[config.mk]
export PLATFORM = sky130hd
export DESIGN_NAME = md4_message_digest
export DESIGN_NICKNAME = d
export VERILOG_FILES = /design/src/md4_pkg.sv /design/src/md4_front.sv /design/src/md4_back.sv /design/src/md4_message_digest.sv
export SDC_FILE = /design/constraint.sdc
export NUM_CORES = 2
export LEC_CHECK = 0
export ABC_AREA = 1
export CAP_MARGIN = 5
export CORE_UTILIZATION = 25
export DETAILED_ROUTE_END_ITERATION = 10
export DONT_BUFFER_PORTS = 1
export PLACE_DENSITY = 0.47
export SYNTH_ARGS = -nofsm -noshare
export SYNTH_HDL_FRONTEND = slang
export SYNTH_SLANG_ARGS = --single-unit
export TNS_END_PERCENT = 1
[constraint.sdc]
create_clock -name clk -period 5.9 [get_ports clk]
set_clock_uncertainty 0.05 [all_clocks]
set_input_delay 0.59 -clock clk [delete_from_list [all_inputs] [get_ports clk]]
set_output_delay 0.59 -clock clk [all_outputs]
set_load 0.05 [all_outputs]
[src/md4_pkg.sv]
`default_nettype none

package md4_pkg;

    // chaining value after reset and after every digest
    localparam logic [31:0] IV_A = 32'h67452301;
    localparam logic [31:0] IV_B = 32'hEFCDAB89;
    localparam logic [31:0] IV_C = 32'h98BADCFE;
    localparam logic [31:0] IV_D = 32'h10325476;

    // round constants of rounds two and three
    localparam logic [31:0] K_R2 = 32'h5A827999;
    localparam logic [31:0] K_R3 = 32'h6ED9EBA1;

    localparam logic [31:0] PAD_MARKER      = 32'h00000080;
    localparam logic [2:0]  FULL_WORD_BYTES = 3'd4;
    localparam logic [5:0]  LAST_STEP       = 6'd47;
    localparam logic [3:0]  LEN_LO_POS      = 4'd14;
    localparam logic [3:0]  LAST_POS        = 4'd15;
    localparam logic [1:0]  QUEUE_DEPTH     = 2'd2;

    localparam logic [1:0] RND_ONE = 2'd0;
    localparam logic [1:0] RND_TWO = 2'd1;

    localparam logic [4:0] SHIFT_R1 [4] = '{5'd3, 5'd7, 5'd11, 5'd19};
    localparam logic [4:0] SHIFT_R2 [4] = '{5'd3, 5'd5, 5'd9, 5'd13};
    localparam logic [4:0] SHIFT_R3 [4] = '{5'd3, 5'd9, 5'd11, 5'd15};

    // one classified word between front and back
    typedef struct packed {
        logic [31:0] word;
        logic [2:0]  nbytes;
        logic        last;
    } md4_item_t;

    function automatic logic [31:0] md4_rotl(input logic [31:0] v, input logic [4:0] s);
        logic [63:0] dbl;
        begin
            dbl = {v, v} << s;
            md4_rotl = dbl[63:32];
        end
    endfunction

    // message word used by a given step
    function automatic logic [3:0] md4_msg_index(input logic [5:0] step);
        logic [3:0] i;
        begin
            i = step[3:0];
            unique case (step[5:4])
                RND_ONE: md4_msg_index = i;
                RND_TWO: md4_msg_index = {i[1:0], i[3:2]};
                default: md4_msg_index = {i[0], i[1], i[2], i[3]};
            endcase
        end
    endfunction

    // new b of one compression step
    function automatic logic [31:0] md4_step(
        input logic [31:0] a,
        input logic [31:0] b,
        input logic [31:0] c,
        input logic [31:0] d,
        input logic [31:0] x,
        input logic [5:0]  step
    );
        logic [31:0] f;
        logic [31:0] kc;
        logic [4:0]  s;
        logic [1:0]  j;
        begin
            j = step[1:0];
            unique case (step[5:4])
                RND_ONE:
                begin
                    f  = (b & c) | (~b & d);
                    kc = 32'h0;
                    s  = SHIFT_R1[j];
                end
                RND_TWO:
                begin
                    f  = (b & c) | (b & d) | (c & d);
                    kc = K_R2;
                    s  = SHIFT_R2[j];
                end
                default:
                begin
                    f  = b ^ c ^ d;
                    kc = K_R3;
                    s  = SHIFT_R3[j];
                end
            endcase
            md4_step = md4_rotl(a + f + x + kc, s);
        end
    endfunction

endpackage

`default_nettype wire

[src/md4_front.sv]
`default_nettype none

module md4_front
    import md4_pkg::*;
(
    input  wire logic        clk,
    input  wire logic        rst_n,
    input  wire logic        in_valid,
    output logic             in_stall,
    input  wire logic [31:0] data_word,
    input  wire logic [2:0]  byte_count,
    input  wire logic        last_word,
    output logic             q_valid,
    output md4_item_t        q_item,
    input  wire logic        q_pop
);

    md4_item_t  slot_reg [2];
    logic       wr_ptr_reg;
    logic       wr_ptr_next;
    logic       rd_ptr_reg;
    logic       rd_ptr_next;
    logic [1:0] cnt_reg;
    logic [1:0] cnt_next;

    logic       push;
    logic [2:0] n_sat;
    md4_item_t  cls;

    // classify: byte count, masking and the end marker of a short last word
    always_comb
    begin
        n_sat = (byte_count > FULL_WORD_BYTES) ? FULL_WORD_BYTES : byte_count;
        cls.last   = last_word;
        cls.nbytes = last_word ? n_sat : FULL_WORD_BYTES;
        cls.word   = data_word;
        if (last_word)
        begin
            unique case (n_sat)
                3'd0:    cls.word = PAD_MARKER;
                3'd1:    cls.word = {16'h0, PAD_MARKER[7:0], data_word[7:0]};
                3'd2:    cls.word = {8'h0, PAD_MARKER[7:0], data_word[15:0]};
                3'd3:    cls.word = {PAD_MARKER[7:0], data_word[23:0]};
                default: cls.word = data_word;
            endcase
        end
    end

    assign in_stall = (cnt_reg == QUEUE_DEPTH);
    assign push     = in_valid && !in_stall;
    assign q_valid  = (cnt_reg != 2'd0);
    assign q_item   = slot_reg[rd_ptr_reg];

    always_comb
    begin
        wr_ptr_next = push ? ~wr_ptr_reg : wr_ptr_reg;
        rd_ptr_next = q_pop ? ~rd_ptr_reg : rd_ptr_reg;
        cnt_next    = cnt_reg + {1'b0, push} - {1'b0, q_pop};
    end

    always_ff @(posedge clk or negedge rst_n)
    begin
        if (!rst_n)
        begin
            wr_ptr_reg <= 1'b0;
            rd_ptr_reg <= 1'b0;
            cnt_reg    <= 2'd0;
        end
        else
        begin
            wr_ptr_reg <= wr_ptr_next;
            rd_ptr_reg <= rd_ptr_next;
            cnt_reg    <= cnt_next;
        end
    end

    always_ff @(posedge clk)
    begin
        if (push)
        begin
            slot_reg[wr_ptr_reg] <= cls;
        end
    end

endmodule

`default_nettype wire

[src/md4_back.sv]
`default_nettype none

module md4_back
    import md4_pkg::*;
(
    input  wire logic        clk,
    input  wire logic        rst_n,
    input  wire logic        q_valid,
    input  wire md4_item_t   q_item,
    output logic             q_pop,
    output logic             out_valid,
    input  wire logic        out_stall,
    output logic [63:0]      digest_low,
    output logic [63:0]      digest_high
);

    typedef enum logic [2:0] {
        ST_ACCEPT,
        ST_PAD,
        ST_COMPRESS,
        ST_ADD,
        ST_OUTPUT
    } back_state_t;

    back_state_t state_reg, state_next;
    back_state_t ret_reg, ret_next;
    logic [3:0]  wib_reg, wib_next;
    logic [5:0]  step_reg, step_next;
    logic [60:0] total_reg, total_next;
    logic        pad80_reg, pad80_next;
    logic        final_reg, final_next;
    logic [31:0] cva_reg, cva_next, cvb_reg, cvb_next;
    logic [31:0] cvc_reg, cvc_next, cvd_reg, cvd_next;
    logic [31:0] wa_reg, wa_next, wb_reg, wb_next;
    logic [31:0] wc_reg, wc_next, wd_reg, wd_next;
    logic        out_valid_reg, out_valid_next;
    logic [63:0] dig_lo_reg, dig_lo_next, dig_hi_reg, dig_hi_next;

    logic [31:0] blk_reg [16];
    logic        buf_we;
    logic [31:0] buf_wd;
    logic [31:0] msg_x;
    logic [63:0] len_bits;
    logic        done;

    assign msg_x    = blk_reg[md4_msg_index(step_reg)];
    assign len_bits = {total_reg, 3'b000};

    always_comb
    begin
        state_next     = state_reg;
        ret_next       = ret_reg;
        wib_next       = wib_reg;
        step_next      = step_reg;
        total_next     = total_reg;
        pad80_next     = pad80_reg;
        final_next     = final_reg;
        cva_next       = cva_reg;
        cvb_next       = cvb_reg;
        cvc_next       = cvc_reg;
        cvd_next       = cvd_reg;
        wa_next        = wa_reg;
        wb_next        = wb_reg;
        wc_next        = wc_reg;
        wd_next        = wd_reg;
        dig_lo_next    = dig_lo_reg;
        dig_hi_next    = dig_hi_reg;
        out_valid_next = out_valid_reg && out_stall;
        q_pop          = 1'b0;
        buf_we         = 1'b0;
        buf_wd         = q_item.word;
        done           = 1'b0;

        unique case (state_reg)
            ST_ACCEPT:
            begin
                if (q_valid)
                begin
                    q_pop      = 1'b1;
                    buf_we     = 1'b1;
                    total_next = total_reg + {58'h0, q_item.nbytes};
                    wib_next   = wib_reg + 4'd1;
                    if (q_item.last)
                    begin
                        // a full last word still owes the end marker
                        pad80_next = (q_item.nbytes == FULL_WORD_BYTES);
                        final_next = (q_item.nbytes != FULL_WORD_BYTES) &&
                                     (wib_reg != LEN_LO_POS);
                        ret_next   = ST_PAD;
                        state_next = ST_PAD;
                    end
                    else
                    begin
                        ret_next   = ST_ACCEPT;
                    end
                    if (wib_reg == LAST_POS)
                    begin
                        wa_next    = cva_reg;
                        wb_next    = cvb_reg;
                        wc_next    = cvc_reg;
                        wd_next    = cvd_reg;
                        step_next  = 6'd0;
                        state_next = ST_COMPRESS;
                    end
                end
            end
            ST_PAD:
            begin
                buf_we   = 1'b1;
                wib_next = wib_reg + 4'd1;
                if (pad80_reg)
                begin
                    buf_wd     = PAD_MARKER;
                    pad80_next = 1'b0;
                    final_next = (wib_reg != LEN_LO_POS);
                end
                else if (final_reg && (wib_reg == LEN_LO_POS))
                begin
                    buf_wd = len_bits[31:0];
                end
                else if (final_reg && (wib_reg == LAST_POS))
                begin
                    buf_wd = len_bits[63:32];
                    done   = 1'b1;
                end
                else
                begin
                    buf_wd = 32'h0;
                end
                if (wib_reg == LAST_POS)
                begin
                    // unless this block already holds the length, the next one does
                    final_next = 1'b1;
                    ret_next   = done ? ST_OUTPUT : ST_PAD;
                    wa_next    = cva_reg;
                    wb_next    = cvb_reg;
                    wc_next    = cvc_reg;
                    wd_next    = cvd_reg;
                    step_next  = 6'd0;
                    state_next = ST_COMPRESS;
                end
            end
            ST_COMPRESS:
            begin
                wa_next   = wd_reg;
                wd_next   = wc_reg;
                wc_next   = wb_reg;
                wb_next   = md4_step(wa_reg, wb_reg, wc_reg, wd_reg, msg_x, step_reg);
                step_next = step_reg + 6'd1;
                if (step_reg == LAST_STEP)
                begin
                    state_next = ST_ADD;
                end
            end
            ST_ADD:
            begin
                cva_next   = cva_reg + wa_reg;
                cvb_next   = cvb_reg + wb_reg;
                cvc_next   = cvc_reg + wc_reg;
                cvd_next   = cvd_reg + wd_reg;
                state_next = ret_reg;
            end
            ST_OUTPUT:
            begin
                if (!out_valid_reg || !out_stall)
                begin
                    out_valid_next = 1'b1;
                    dig_lo_next    = {cvb_reg, cva_reg};
                    dig_hi_next    = {cvd_reg, cvc_reg};
                    cva_next       = IV_A;
                    cvb_next       = IV_B;
                    cvc_next       = IV_C;
                    cvd_next       = IV_D;
                    total_next     = 61'h0;
                    pad80_next     = 1'b0;
                    final_next     = 1'b0;
                    wib_next       = 4'd0;
                    ret_next       = ST_ACCEPT;
                    state_next     = ST_ACCEPT;
                end
            end
            default:
            begin
                state_next = ST_ACCEPT;
            end
        endcase
    end

    always_ff @(posedge clk or negedge rst_n)
    begin
        if (!rst_n)
        begin
            state_reg     <= ST_ACCEPT;
            ret_reg       <= ST_ACCEPT;
            wib_reg       <= 4'd0;
            step_reg      <= 6'd0;
            total_reg     <= 61'h0;
            pad80_reg     <= 1'b0;
            final_reg     <= 1'b0;
            cva_reg       <= IV_A;
            cvb_reg       <= IV_B;
            cvc_reg       <= IV_C;
            cvd_reg       <= IV_D;
            wa_reg        <= 32'h0;
            wb_reg        <= 32'h0;
            wc_reg        <= 32'h0;
            wd_reg        <= 32'h0;
            out_valid_reg <= 1'b0;
            dig_lo_reg    <= 64'h0;
            dig_hi_reg    <= 64'h0;
        end
        else
        begin
            state_reg     <= state_next;
            ret_reg       <= ret_next;
            wib_reg       <= wib_next;
            step_reg      <= step_next;
            total_reg     <= total_next;
            pad80_reg     <= pad80_next;
            final_reg     <= final_next;
            cva_reg       <= cva_next;
            cvb_reg       <= cvb_next;
            cvc_reg       <= cvc_next;
            cvd_reg       <= cvd_next;
            wa_reg        <= wa_next;
            wb_reg        <= wb_next;
            wc_reg        <= wc_next;
            wd_reg        <= wd_next;
            out_valid_reg <= out_valid_next;
            dig_lo_reg    <= dig_lo_next;
            dig_hi_reg    <= dig_hi_next;
        end
    end

    always_ff @(posedge clk)
    begin
        if (buf_we)
        begin
            blk_reg[wib_reg] <= buf_wd;
        end
    end

    assign out_valid   = out_valid_reg;
    assign digest_low  = dig_lo_reg;
    assign digest_high = dig_hi_reg;

endmodule

`default_nettype wire

[src/md4_message_digest.sv]
// MD4 digest engine. A message arrives as 32-bit words, first byte in bits
// 7:0; words before the last always count four bytes, the last word carries
// 0 to 4 valid bytes (larger counts act as 4) and triggers padding with the
// 0x80 marker, zeros and the 64-bit bit length, then one 128-bit digest item
// (A in digest_low[31:0], B above, C in digest_high[31:0], D above). After the
// digest the engine starts the next message from the initial values. A front
// stage classifies each accepted word into a two-entry queue; the back end
// writes one word a cycle into the block buffer while the queue holds a word
// and no compression runs, and runs the compression at one step per cycle. A
// full 16-word block is written, then takes 48 steps and one chaining add;
// the single round unit bounds the rate. The last word adds padding writes
// and one or two more compressions, then the digest is registered. The
// digest sits in an output register, so new words keep flowing in while it
// waits to be taken.
`default_nettype none

module md4_message_digest
    import md4_pkg::*;
(
    input  wire logic        clk,
    input  wire logic        rst_n,
    // word channel
    input  wire logic        in_valid,
    output logic             in_stall,
    input  wire logic [31:0] data_word,
    input  wire logic [2:0]  byte_count,
    input  wire logic        last_word,
    // digest channel
    output logic             out_valid,
    input  wire logic        out_stall,
    output logic [63:0]      digest_low,
    output logic [63:0]      digest_high
);

    // queue between the classifier and the compression sequencer
    logic      q_valid;
    logic      q_pop;
    md4_item_t q_item;

    md4_front u_front (
        .clk        (clk),
        .rst_n      (rst_n),
        .in_valid   (in_valid),
        .in_stall   (in_stall),
        .data_word  (data_word),
        .byte_count (byte_count),
        .last_word  (last_word),
        .q_valid    (q_valid),
        .q_item     (q_item),
        .q_pop      (q_pop)
    );

    // block buffer, padding, compression rounds and digest register
    md4_back u_back (
        .clk         (clk),
        .rst_n       (rst_n),
        .q_valid     (q_valid),
        .q_item      (q_item),
        .q_pop       (q_pop),
        .out_valid   (out_valid),
        .out_stall   (out_stall),
        .digest_low  (digest_low),
        .digest_high (digest_high)
    );

endmodule

`default_nettype wire

* Yosys cells after proc, flatten, opt, wreduce, memory -nomap -nowiden
Memories as Yosys holds them, arrays and structs flattened.
Cells that the tools add are included.
** Word-level totals
- Register bits :: 468
- RAM bits :: 584
- Input bits :: 40
- Word-level logic and storage cells :: 186
- Memories :: 2
** Memories
- u_back.blk_reg :: words 16, width 32, rd ports 1, clocked after Yosys merged registers in 0, write ports 1, RTL line md4_back.sv:39 : logic [31:0] blk_reg [16];
- u_front.slot_reg :: words 2, width 36, rd ports 1, clocked after Yosys merged registers in 0, write ports 1, RTL line md4_front.sv:18 : md4_item_t slot_reg [2];
** Cells by class
- Add/subtract/negate cells :: 12
- Magnitude comparators :: 2
- Equal/unequal tests :: 22
- Shift-type cells :: 1
- Mux-type cells :: 87
- Bitwise operators :: 13
- Reductions and logical operators :: 26
** Operator list (count)
- $mux W32 :: 19
- $pmux W32 S3 :: 4
- $pmux W32 S2 :: 5
- $add A32 B32 Y32 :: 7
- $and A32 B32 Y32 :: 4
- $pmux W32 S4 :: 1
- $mux W61 :: 2
- $pmux W61 S2 :: 1
- $or A32 B32 Y32 :: 3
- $shl A64 B5 Y64 :: 1
- $xor A32 B32 Y32 :: 2
- $pmux W31 S2 :: 1
- $add A61 B3 Y61 :: 1
- $mux W5 :: 7
- $mux W3 :: 11
- $not A32 Y32 :: 1
- $bmux W5 S2 :: 3
- $mux W1 :: 20
- $pmux W6 S3 :: 1
- $pmux W3 S5 :: 1
- $eq A3 B2 Y1 const B :: 4
- $mux W6 :: 2
- $pmux W4 S3 :: 1
- $pmux W5 S2 :: 1
- 36 further kinds :: 60

* Depth between registers and ports, before layout
- Depth after elaboration :: 10
- Depth in mapped cells :: 36
- Mapped depth without buffers :: 32

* Modules after synthesis
A second synthesis with hierarchy kept.
** Unflattened totals
- Cell total of the unflattened synthesis :: 6104
- Area total of the unflattened synthesis :: 56270.2 sq um
** By module, submodules not included
- md4_back :: instances 1, cells an instance 5815, area an instance 53037.1 sq um, sequential area each 27040.9 sq um
- md4_front :: instances 1, cells an instance 289, area an instance 3233.1 sq um, sequential area each 2262.2 sq um

* Worst setup path after synthesis
Ideal clock, no wire load.
- Path type :: register -> register
- Start :: register u_back.step_reg[5]
- End :: register u_back.wb_reg[22]
- Setup time :: 0.116 ns
- Data arrival time :: 5.107 ns
- Data required time :: 5.734 ns
- Path slack :: 0.627 ns
- Stages on the path, launching flop included :: 30
- Path buffers :: 4
- Path through :: dfrtp_1 -> buf_2 -> nor2_1 -> nand2_1 -> nand3_2 -> buf_4 -> buf_4 -> buf_2 -> nor2_1 -> o221ai_1 -> o211ai_1 -> nand2_1 -> inv_1 -> fa_1 -> inv_1 -> fa_1 -> ha_1 -> a21oi_1 -> o21ai_0 -> a21oi_1 -> o21ai_0 -> or2_2 -> nand3_1 -> nand3_1 -> nand3_1 -> nand3_1 -> nand2_1 -> inv_1 -> nand2_1 -> nand2_1
** Between the ends
- Cells in the longest elaborated chain, start to end :: 8
- Elaborated cells between the ends (all ways) :: 15
- Those cells by class :: 3 x add/sub; 1 x eq/ne; 1 x shift; 8 x mux; 1 x reduce/logical; 1 x memory
** RTL lines
- start: declaration :: RTL line md4_back.sv:28 : logic [5:0] step_reg, step_next;
- start signal: assignment :: RTL line md4_back.sv:217 : step_reg <= step_next;
- $eq A2 B1 Y1 or $logic_not A2 Y1 (tied branches) :: RTL line md4_pkg.sv:49, md4_pkg.sv:72
- $pmux W32 S2 :: RTL line md4_pkg.sv:72 : unique case (step[5:4])
- $mux W32 :: RTL line md4_back.sv:74 : unique case (state_reg)
- $add A32 B32 Y32 (3 in series) :: RTL line md4_pkg.sv:92 : md4_step = md4_rotl(a + f + x + kc, s);
- $shl A64 B5 Y64 * :: RTL line md4_pkg.sv:39 : dbl = {v, v} << s;
- $pmux W32 S3 * :: RTL line md4_back.sv:74
- end signal: assignment :: RTL line md4_back.sv:226 : wb_reg <= wb_next;
- end: declaration :: RTL line md4_back.sv:34 : logic [31:0] wa_reg, wa_next, wb_reg, wb_next;
Mark *: on every way between the ends. The rest lies on a longest branch, timed or not. The select of a mux whose other input is x is not followed.
A chain may end at the register's enable or synchronous reset.

* Final worst setup path
Ends and elaborated chain as after synthesis.

==> impl_metrics.tcl <==
set metrics [dict create \
    cp_top_family "simple AND/OR/NAND/NOR gates" \
    worst_setup_hold_path_clk_slew_ns 0.06 \
    die_h_um 473 \
    vias 45755 \
    synth_top_family_by_area "compound AO/OA/AOI/OAI gates" \
    cts_made_buffers 113 \
    nFillCells 23008 \
    dp_hpwl_mm 151 \
    drt_first_iter_violations 4309 \
    drc_errors 0 \
    fin_tns_setup_ns 0 \
    die_area_um2 224000 \
    netlist_instances 5990 \
    cp-start-kind "flop" \
    insertion_delay_ns 0.79 \
    syn_nets 6298 \
    drt-vias-per-instance 5.00 \
    wl_per_cell_um 23.0 \
    wirelength_mm 211 \
    cpPeakStageDelay_ns 0.50 \
    cp_max_fo 34 \
    synth-compound-area-share_pct 16.8 \
    synth_top_area_share_pct 31.6 \
    portBuffers 0 \
    synth_seq_cells 1051 \
    synthXorXnorAreaFrac_pct 0.489 \
    cts_tree "yes" \
    violations "hold timing, slew limit" \
    seq_area_um2 29300 \
    syn_to_final_growth_pct 17.0 \
    yosysWarnings 0 \
    final_common_cell "nand2_1" \
    clockBufferDepth 3 \
    synth_fa_ha_area_share_pct 7.17 \
    tightestPinTransition_ns 1.74 \
    yosysSeqAreaShare_pct 52.8 \
    period_needed_ns 5.59 \
    synthMuxAreaShare_pct 0.0564 \
    core_area_um2 220000 \
    hp-class "input port to asynchronous set/reset pin" \
    worst-path-buf-inv 6 \
    cts_hold_buf 27 \
    overflow 0 \
    synth_area_um2 55500 \
    layout.cells.non_filler 9160 \
    fin_crit_sh_pct 94.7 \
    finalMaxSlewViolations 166 \
    dpl.cell_count 8910 \
    first_pass_iters 6 \
    drtAntennaViolNets 0 \
    slowest_stage "fa_1" \
    place_congestion 1.01 \
    cts_root_buffer "clkbuf_16" \
    crit_start "u_back.step_reg[5]$_DFFE_PN0P_" \
    rsz0062_at_grt "true" \
    final_cell_mix "nand2_1 (882), inv_1 (719), edfxtp_1 (584), o21ai_0 (583), nor2_1 (536)" \
    synthDistinctLibCells 64 \
    reg2reg_from "u_back.step_reg[5]$_DFFE_PN0P_" \
    fmax_ghz 0.179 \
    cts_sinks 1051 \
    multi_input_area_um2 22800 \
    die_width_um 473 \
    io_pins 170 \
    grt_pass1_vias 43714 \
    outcome "finished with violations" \
    grt_usage_pct 18.4 \
    setup_viol 0 \
    worstSetupPathType "flop to flop" \
    crit_path_frequent_cell "nand2_1" \
    cp.arrival_ns 6.17 \
    grt_pass1_wl_mm 304 \
    hold_ws_ns -0.533 \
    cap_violations 0 \
    layout-drive-gt1-share_pct 10.5 \
    final_nets 6411 \
    synth-simple-area-share_pct 15.8 \
    yosys-top-cells-area "edfxtp_1 (32%), dfrtp_1 (18%), nand2_1 (6.0%)" \
    h-tree-depth 3 \
    required_ns 6.48 \
    grt_max_degree 468 \
    postSynthAreaPerCell_um2 9.26 \
    slew_headroom_pct -16.2 \
    finalHoldViolations 439 \
    antenna_found_initial 5 \
    async_reset_ff_share_pct 44.4 \
    synth_edf_count 584 \
    endpoint_kind "flop" \
    largest_reg_flops 512 \
    row_count 172 \
    yosysTopAreaCell "edfxtp_1" \
    initial_core_util_pct 25.2 \
    ys.flop_type "edfxtp_1" \
]
[timing repair]
action	4_1_cts	5_1_grt
setup endpoints to repair	0	32
setup buffers	0	6
resized for setup	0	46
endpoints found under the hold margin	519	443
[layout make-up]
class	instances	share of cell area, %
Timing Repair Buffer	256	3.58
Antenna cell	2	0.00771
Clock buffer	147	4.73
Clock inverter	65	1.38
Inverter	738	4.29
Tap cell	2958	5.70
Sequential cell	1051	45.2
Multi-Input combinational cell	3943	35.2
[stage by stage]
step | hold WS (ns) | util, % | cell area, um^2 | worst slack (ns)
global route | -0.576 | 29.5 | 64900 | -0.0264
global placement | 0.255 | 27.4 | 60400 | 0.135
floorplan | 0.244 | - | 55500 | 0.627
CTS | -0.591 | 29.3 | 64600 | 0.0699
finish | -0.533 | 29.5 | 64900 | 0.311
detailed placement | 0.255 | 27.4 | 60400 | 0.113
[logic make-up (layout without fill, tap and decap cells)]
group                    Yosys count  count (layout)
AO/OA/AOI/OAI                   1597            1597
XOR/XNOR                          31              31
adder cells (fa/ha/maj)          268             268
buffers and inverters            996            1206
flip-flops                      1051            1051
multiplexers                       3               3
other                              0               2
AND/OR/NAND/NOR                 2044            2044
[synthesized netlist by cell type, drive strengths merged (2+ instances only)]
master	number
nand2	896
inv	738
o21ai	592
edfxtp	584
nor2	567
a21oi	459
dfrtp	403
nand3	377
o22ai	206
ha	185
clkbuf	179
fa	83
o221ai	80
buf	79
nor3	74
o211ai	74
dfstp	64
or2	57
a221oi	55
nand4	30
xor2	24
o21bai	21
o21a	18
a21o	16
nand3b	16
nor4	15
o31ai	15
o32ai	14
a31oi	12
a211oi	9
and2	8
o311ai	7
xnor2	7
a22oi	5
a21boi	4
a31o	3
mux2i	2
nor3b	2
o221a	2
o41ai	2
[worst paths after layout]
path / cells after the start / slack [ns] / to
worst max-delay path: 28 / 0.31 / u_back.wb_reg[22]$_DFFE_PN0P_
worst min-delay path: 0 / -0.53 / u_back.digest_low[30]$_DFFE_PN0P_
worst max register to register: 28 / 0.31 / u_back.wb_reg[22]$_DFFE_PN0P_
worst min register to register: 1 / 0.42 / u_back.total_reg[35]$_DFFE_PN0P_
max in group asynchronous: 0 / 4.94 / u_back.total_reg[57]$_DFFE_PN0P_
min in group clk: 2 / 0.06 / u_front.slot_reg[1][29]$_DFFE_PP_
[routing by layer]
layer / up-vias / part of all wire, % / global-route usage, % / wire [um]
met5: - / 0 / 0 / 0
met4: 0 / 4.6 / 7.57 / 9780
met3: 360 / 5.5 / 2.48 / 11700
met2: 1599 / 46 / 29.7 / 97200
met1: 22719 / 44 / 24.6 / 92400
li1: 21077 / - / - / -
Power is not shown: default switching activity piles up to over one toggle a cycle in this logic, so the estimate is an artifact.
